**src/rtl/contiguous_segment_allocator_macros.svh**
```systemverilog
// Assertion macros shared by the segment allocator RTL.
// No dependencies; included by files that carry concurrent assertions.
`ifndef CONTIGUOUS_SEGMENT_ALLOCATOR_MACROS_SVH
`define CONTIGUOUS_SEGMENT_ALLOCATOR_MACROS_SVH

// same-cycle implication
`define CSA_ASSERT_NOW(label, clk, rst, ante, cons) \
   label: assert property (@(posedge clk) disable iff (rst) (ante) |-> (cons)) \
      else $error("segment allocator check failed");

// next-cycle implication
`define CSA_ASSERT_NEXT(label, clk, rst, ante, cons) \
   label: assert property (@(posedge clk) disable iff (rst) (ante) |=> (cons)) \
      else $error("segment allocator check failed");

`endif

```
**src/rtl/csa_pkg.sv**
```systemverilog
// Package for the contiguous segment allocator: widths, codes, types.
// No dependencies.
package csa_pkg;

   localparam int LEN_W      = 16;
   localparam int PID_W      = 8;
   localparam int STAT_W     = 3;
   localparam int RESULT_CAP = 16;

   localparam int DEF_MAX_SEGMENTS = 16;
   localparam int DEF_ADDR_BITS    = 16;

   localparam logic [LEN_W-1:0] TOTAL_RESET = 16'd4096;

   // register map: index is paddr[2]
   localparam logic REG_TOTAL_SIZE = 1'b0;

   typedef enum logic [1:0] {
      OP_ALLOC   = 2'd0,
      OP_RELEASE = 2'd1,
      OP_COMPACT = 2'd2,
      OP_STATUS  = 2'd3
   } op_type;

   localparam logic [1:0] STRAT_FIRST = 2'd0;  // 'F'
   localparam logic [1:0] STRAT_BEST  = 2'd1;  // 'B'
   localparam logic [1:0] STRAT_WORST = 2'd2;  // 'W'

   localparam logic [STAT_W-1:0] ST_OK       = 3'd0;
   localparam logic [STAT_W-1:0] ST_NO_FIT   = 3'd1;
   localparam logic [STAT_W-1:0] ST_NO_OWNER = 3'd2;
   localparam logic [STAT_W-1:0] ST_FULL     = 3'd3;
   localparam logic [STAT_W-1:0] ST_BAD_SIZE = 3'd4;

   typedef struct packed {
      logic [LEN_W-1:0] start;
      logic [LEN_W-1:0] len;
      logic [PID_W-1:0] owner;
      logic             used;
   } seg_entry_type;

   typedef struct packed {
      logic [STAT_W-1:0] status;
      logic [LEN_W-1:0]  seg_addr;
      logic [LEN_W-1:0]  seg_len;
      logic [PID_W-1:0]  seg_owner;
      logic              seg_in_use;
      logic              last;
   } rsp_type;

   typedef enum logic [4:0] {
      S_INIT,
      S_IDLE,
      S_AL_RD, S_AL_EV, S_AL_CHK, S_AL_HI, S_AL_LO,
      S_RL_RD, S_RL_EV, S_RL_NRD, S_RL_NEV, S_RL_PRD, S_RL_PEV, S_RL_WR,
      S_CP_RD, S_CP_EV, S_CP_END,
      S_ST_RD, S_ST_EM,
      S_MV_RD, S_MV_WR,
      S_RESP
   } csa_state_type;

endpackage

```
**src/rtl/csa_table.sv**
```systemverilog
// Segment table memory: one write port, one read port with registered data.
// Depends on csa_pkg.
module csa_table import csa_pkg::*; #(
   parameter int MAX_SEGMENTS = DEF_MAX_SEGMENTS,
   localparam int IW = (MAX_SEGMENTS > 1) ? $clog2(MAX_SEGMENTS) : 1
) (
   input  logic          clock,
   input  logic          we,
   input  logic [IW-1:0] waddr,
   input  seg_entry_type wdata,
   input  logic [IW-1:0] raddr,
   output seg_entry_type rdata
);

   seg_entry_type mem [MAX_SEGMENTS];
   seg_entry_type rd_ff;

   always_ff @(posedge clock) begin
      if (we) begin
         mem[waddr] <= wdata;
      end
      rd_ff <= mem[raddr];
   end

   assign rdata = rd_ff;

endmodule

```
**config.mk**
```make
export PLATFORM = sky130hd
export DESIGN_NAME = csa_table
export DESIGN_NICKNAME = d
export VERILOG_FILES = /design/src/rtl/contiguous_segment_allocator_macros.svh /design/src/rtl/csa_pkg.sv /design/src/rtl/csa_table.sv
export SDC_FILE = /design/constraint.sdc
export NUM_CORES = 1
export LEC_CHECK = 0
export BUFFER_PORTS_ARGS = -buffer_cell sky130_fd_sc_hd__buf_2
export CAP_MARGIN = 20
export CORE_MARGIN = 1
export CORE_UTILIZATION = 43
export DETAILED_ROUTE_END_ITERATION = 12
export REMOVE_ABC_BUFFERS = 1
export SLEW_MARGIN = 40
export SYNTH_ARGS = -nofsm -noshare
export SYNTH_HDL_FRONTEND = slang
export SYNTH_SLANG_ARGS = --single-unit
export TNS_END_PERCENT = 30
```
**constraint.sdc**
```tcl
create_clock -name clock -period 12.15 [get_ports clock]
set_input_delay 1.215 -clock clock [delete_from_list [all_inputs] [get_ports clock]]
set_output_delay 1.215 -clock clock [all_outputs]
set_load 0.02 [all_outputs]
```
# Word-level counts from Yosys, hierarchy flattened
# Memories as Yosys holds them, arrays and structs flattened. A register that Yosys moved wholly into a read port is not among the register bits.
# Index checks and enable logic that the tools add are counted.
dict set report classes {
  muxes 2
}
# op n
set op_table {}
lappend op_table {{1-bit two-way mux} 2}
dict set report totals {
  memories 1
  inputBits 51
  register_bits 0
  output_inout_bits 41
  ramBits 656
}
# memory depth word_bits rd rd_clocked_by_memory_dff write_ports line_no
set memory_table {}
lappend memory_table {mem 16 41 1 1 1 csa_table.sv:15} ;# seg_entry_type mem [MAX_SEGMENTS];

# Logic depth before layout (Yosys ltp)
dict set report depth {
  ltp_word 2
  mapped_depth 5
  depth_no_buf 3
}

# Least setup slack after synthesis
# OpenSTA, ideal clock, no wires.
dict set report synth_timing {
  path_type {input -> register}
  start {in waddr[2]}
  end {mem mem[0][0] (netlist name) (enable)}
  path_stages 2
  slack_ps 7123
  arrival_ps 4537
  path_buffers 0
  setup_time_ps 491
  path_cell_list {or3b_2 > nor3_1}
}
# item line_no
set synth_rtl {}
lappend synth_rtl {{from (decl)} csa_table.sv:9} ;# input logic [IW-1:0] waddr,
lappend synth_rtl {{to (decl)} csa_table.sv:15}
# Straight into the memory's write port.

==> impl_metrics.env <==
export IMPL_outcome="finished, final reports clean"
export IMPL_synth_cell_types=17
export IMPL_min_path_cells=3
export IMPL_critPathCaptureType="flip-flop"
export IMPL_dp_hpwl_um=25200
export IMPL_setup_viol=0
export IMPL_seq_area_mm2=0.0205
export IMPL_reg2reg_depth=3
export IMPL_clk_transition_reported_paths_ps=60
export IMPL_overflow=0
export IMPL_crit_path_max_incr_delay_ps=570
export IMPL_io_pins=92
export IMPL_drt_iter0_markers=1088
export IMPL_hold_buffers=0
export IMPL_routed_via_density=5.68
export IMPL_period_share=0.256
export IMPL_path_cells="buf_8 -> buf_12 -> buf_16 -> mux4_2 -> a22oi_1 -> nand2_1"
export IMPL_die_height_um=245
export IMPL_required_ps=12630
export IMPL_synth_seq_area_share=0.809
export IMPL_period_needed_ps=3110
export IMPL_grt_max_degree=67
export IMPL_slew_headroom=0.407
export IMPL_cts_sinks=697
export IMPL_cts_tree="yes"
export IMPL_ctsRootBufferMaster="clkbuf_16"
export IMPL_yosysTopAreaCell="edfxtp_1"
export IMPL_powerDensity_mw_per_mm2=175
export IMPL_setup_tns_ps=0
export IMPL_antenna_found_initial=5
export IMPL_clock_power_share=0.426
export IMPL_clock_skew_ps=26.0
export IMPL_multiInputGateArea_mm2=0.00473
export IMPL_cts_inserted_buffers=71
export IMPL_ys_ff_latch=697
export IMPL_htree_levels=3
export IMPL_crit_path_max_fanout=57
export IMPL_ys_warn_count=0
export IMPL_area_growth_pct=15.7
export IMPL_final_cells=2026
export IMPL_cp_arrival_ps=3590
export IMPL_n_fill_cell=4490
export IMPL_internal_power_uw=4100
export IMPL_fmax_mhz=321
export IMPL_p_seq_frac=0.526
export IMPL_synth_area_mm2=0.0254
export IMPL_hold_viol_final=0
export IMPL_drv_slew=0
export IMPL_synthTopCellsByArea="edfxtp_1 (78%), mux4_2 (15%), dfxtp_1 (3.2%), a22oi_1 (2.4%), nand2_1 (0.62%)"
export IMPL_cp_start_kind="input port"
export IMPL_drive_above_1_share=0.323
export IMPL_syn_inst=1066
export IMPL_worstMarginPinSlew_ps=890
export IMPL_p_leak_uw=0.00941
export IMPL_synth_top_cell_area_share=0.776
export IMPL_power_frac_comb=0.048
export IMPL_sw_frac_of_total=0.203
export IMPL_clk_latency_ps=600
export IMPL_critPathKind="input port to flip-flop"
export IMPL_dieArea_mm2=0.0600
export IMPL_ant_nets=0
export IMPL_grt_pass1_wl_um=81600
export IMPL_num_vias=11505
export IMPL_post_cts_buffers=0
export IMPL_maxCapViolCount=0
export IMPL_core_area_mm2=0.0580
export IMPL_syn_avg_cell_area_um2=23.8
export IMPL_wl_per_cell_um=27.1
export IMPL_rsz0062_at_grt="no"
export IMPL_drc_errors=0
export IMPL_cts_resized_gates=0
export IMPL_ir_worst_vdd_mv=0.107
export IMPL_clock_path_buffers=3
export IMPL_grt_usage=0.190
export IMPL_postLayoutCoreUtil=0.506
export IMPL_crit_slowest_cell="mux4_2"
export IMPL_die_w_um=245
export IMPL_grt_pass1_vias=11987
export IMPL_initial_utilization=0.437
export IMPL_fin_nets=1253
export IMPL_p_sw_uw=1040
export IMPL_rows=88
export IMPL_drt_pass1_iter_count=5
export IMPL_portBuffers=91
export IMPL_dp_cells=1894
export IMPL_drt_total_wl_um=55000
export IMPL_hp_class="flip-flop to flip-flop"
export IMPL_gp_congestion=0.691
## flip-flops by register name (all words and copies together) (netlist names)
name   cells
rdata     41
mem      656
## layout by cell type (no fill, tap or decap), types with 3 or more instances in the layout
cell / Yosys / final
nor2_4: 0 / 13
bufinv_16: 0 / 7
buf_4: 9 / 12
clkinv_2: 0 / 9
a22oi_1: 82 / 82
inv_6: 0 / 3
dfxtp_1: 41 / 41
clkinv_1: 0 / 13
buf_2: 16 / 89
buf_12: 0 / 4
clkbuf_16: 0 / 75
mux4_2: 164 / 164
nand2_1: 42 / 42
edfxtp_1: 656 / 656
clkinvlp_4: 0 / 3
buf_6: 0 / 11
clkbuf_8: 0 / 6
clkbuf_1: 20 / 14
nor3_2: 0 / 4
## routing by layer
metal | wire length [µm] | GRT usage | vias up
li1 | - | - | 4834
met1 | 24900 | 0.280 | 6298
met2 | 26400 | 0.294 | 299
met3 | 2610 | 0.0309 | 68
met4 | 956 | 0.0546 | 6
met5 | 38 | 0 | -
## synth_stat cells
cell type,instances
nand3b_1,2
or3b_2,1
buf_2,16
dfxtp_1,41
nand2b_1,2
and2_1,1
nand3_1,1
nor2_1,13
clkbuf_1,20
buf_4,9
nor3_1,4
nor2b_1,2
edfxtp_1,656
nand2_1,42
a22oi_1,82
mux4_2,164
buf_1,10
## stage by stage
| step | area [µm²] | power (µW) | hold WS, ps | setup slack [ps] |
|---|---|---|---|---|
| finish | 29400 | 5140 | 663 | 9040 |
| global route | 29400 | 5300 | 701 | 8780 |
| CTS | 29400 | 5190 | 666 | 8930 |
| detailed placement | 27000 | 3010 | 658 | 8300 |
| global placement | 26900 | 3000 | 655 | 8370 |
| floorplan | 25100 | 2870 | 635 | 7120 |
## path summary, 6_finish.rpt
kind	slack, ps	startpoint	to
hold reg to reg	660	mem[14][19]	rdata[19]
setup reg to reg	10790	mem[11][40]	rdata[40]
setup / recovery	9040	raddr[0]	rdata[33]
hold / removal	660	mem[14][19]	rdata[19]
## critical path, delay by kind of cell
family,cells,cell delay (ps)
buf+inv,3,1400
mux,1,570
compound gates,1,240
simple gates,1,100
## logic make-up after synthesis
logic type             share of synthesized area
DFF                                        0.809
AOI/OAI and AO/OA                         0.0243
muxes                                      0.146
and+or+nand+nor                           0.0113
buffers and inverters                     0.0103
## cell type report
type | instances | share of cell area
Sequential cell | 697 | 0.699
Multi-Input combinational cell | 314 | 0.161
Antenna cell | 1 | 0.0000852
Clock inverter | 36 | 0.0123
Clock buffer | 95 | 0.0685
Tap cell | 765 | 0.0326
Timing Repair Buffer | 118 | 0.0266
## power groups by stage
stage	sequential (µW)	combinational (µW)	clock [µW]
final	2710	246	2190
after global routing	2710	267	2320
after CTS	2710	251	2240
after detailed placement	2760	251	0
after global placement	2760	245	0
after floorplan	2770	103	0
Power figures use the tool's default switching activity.
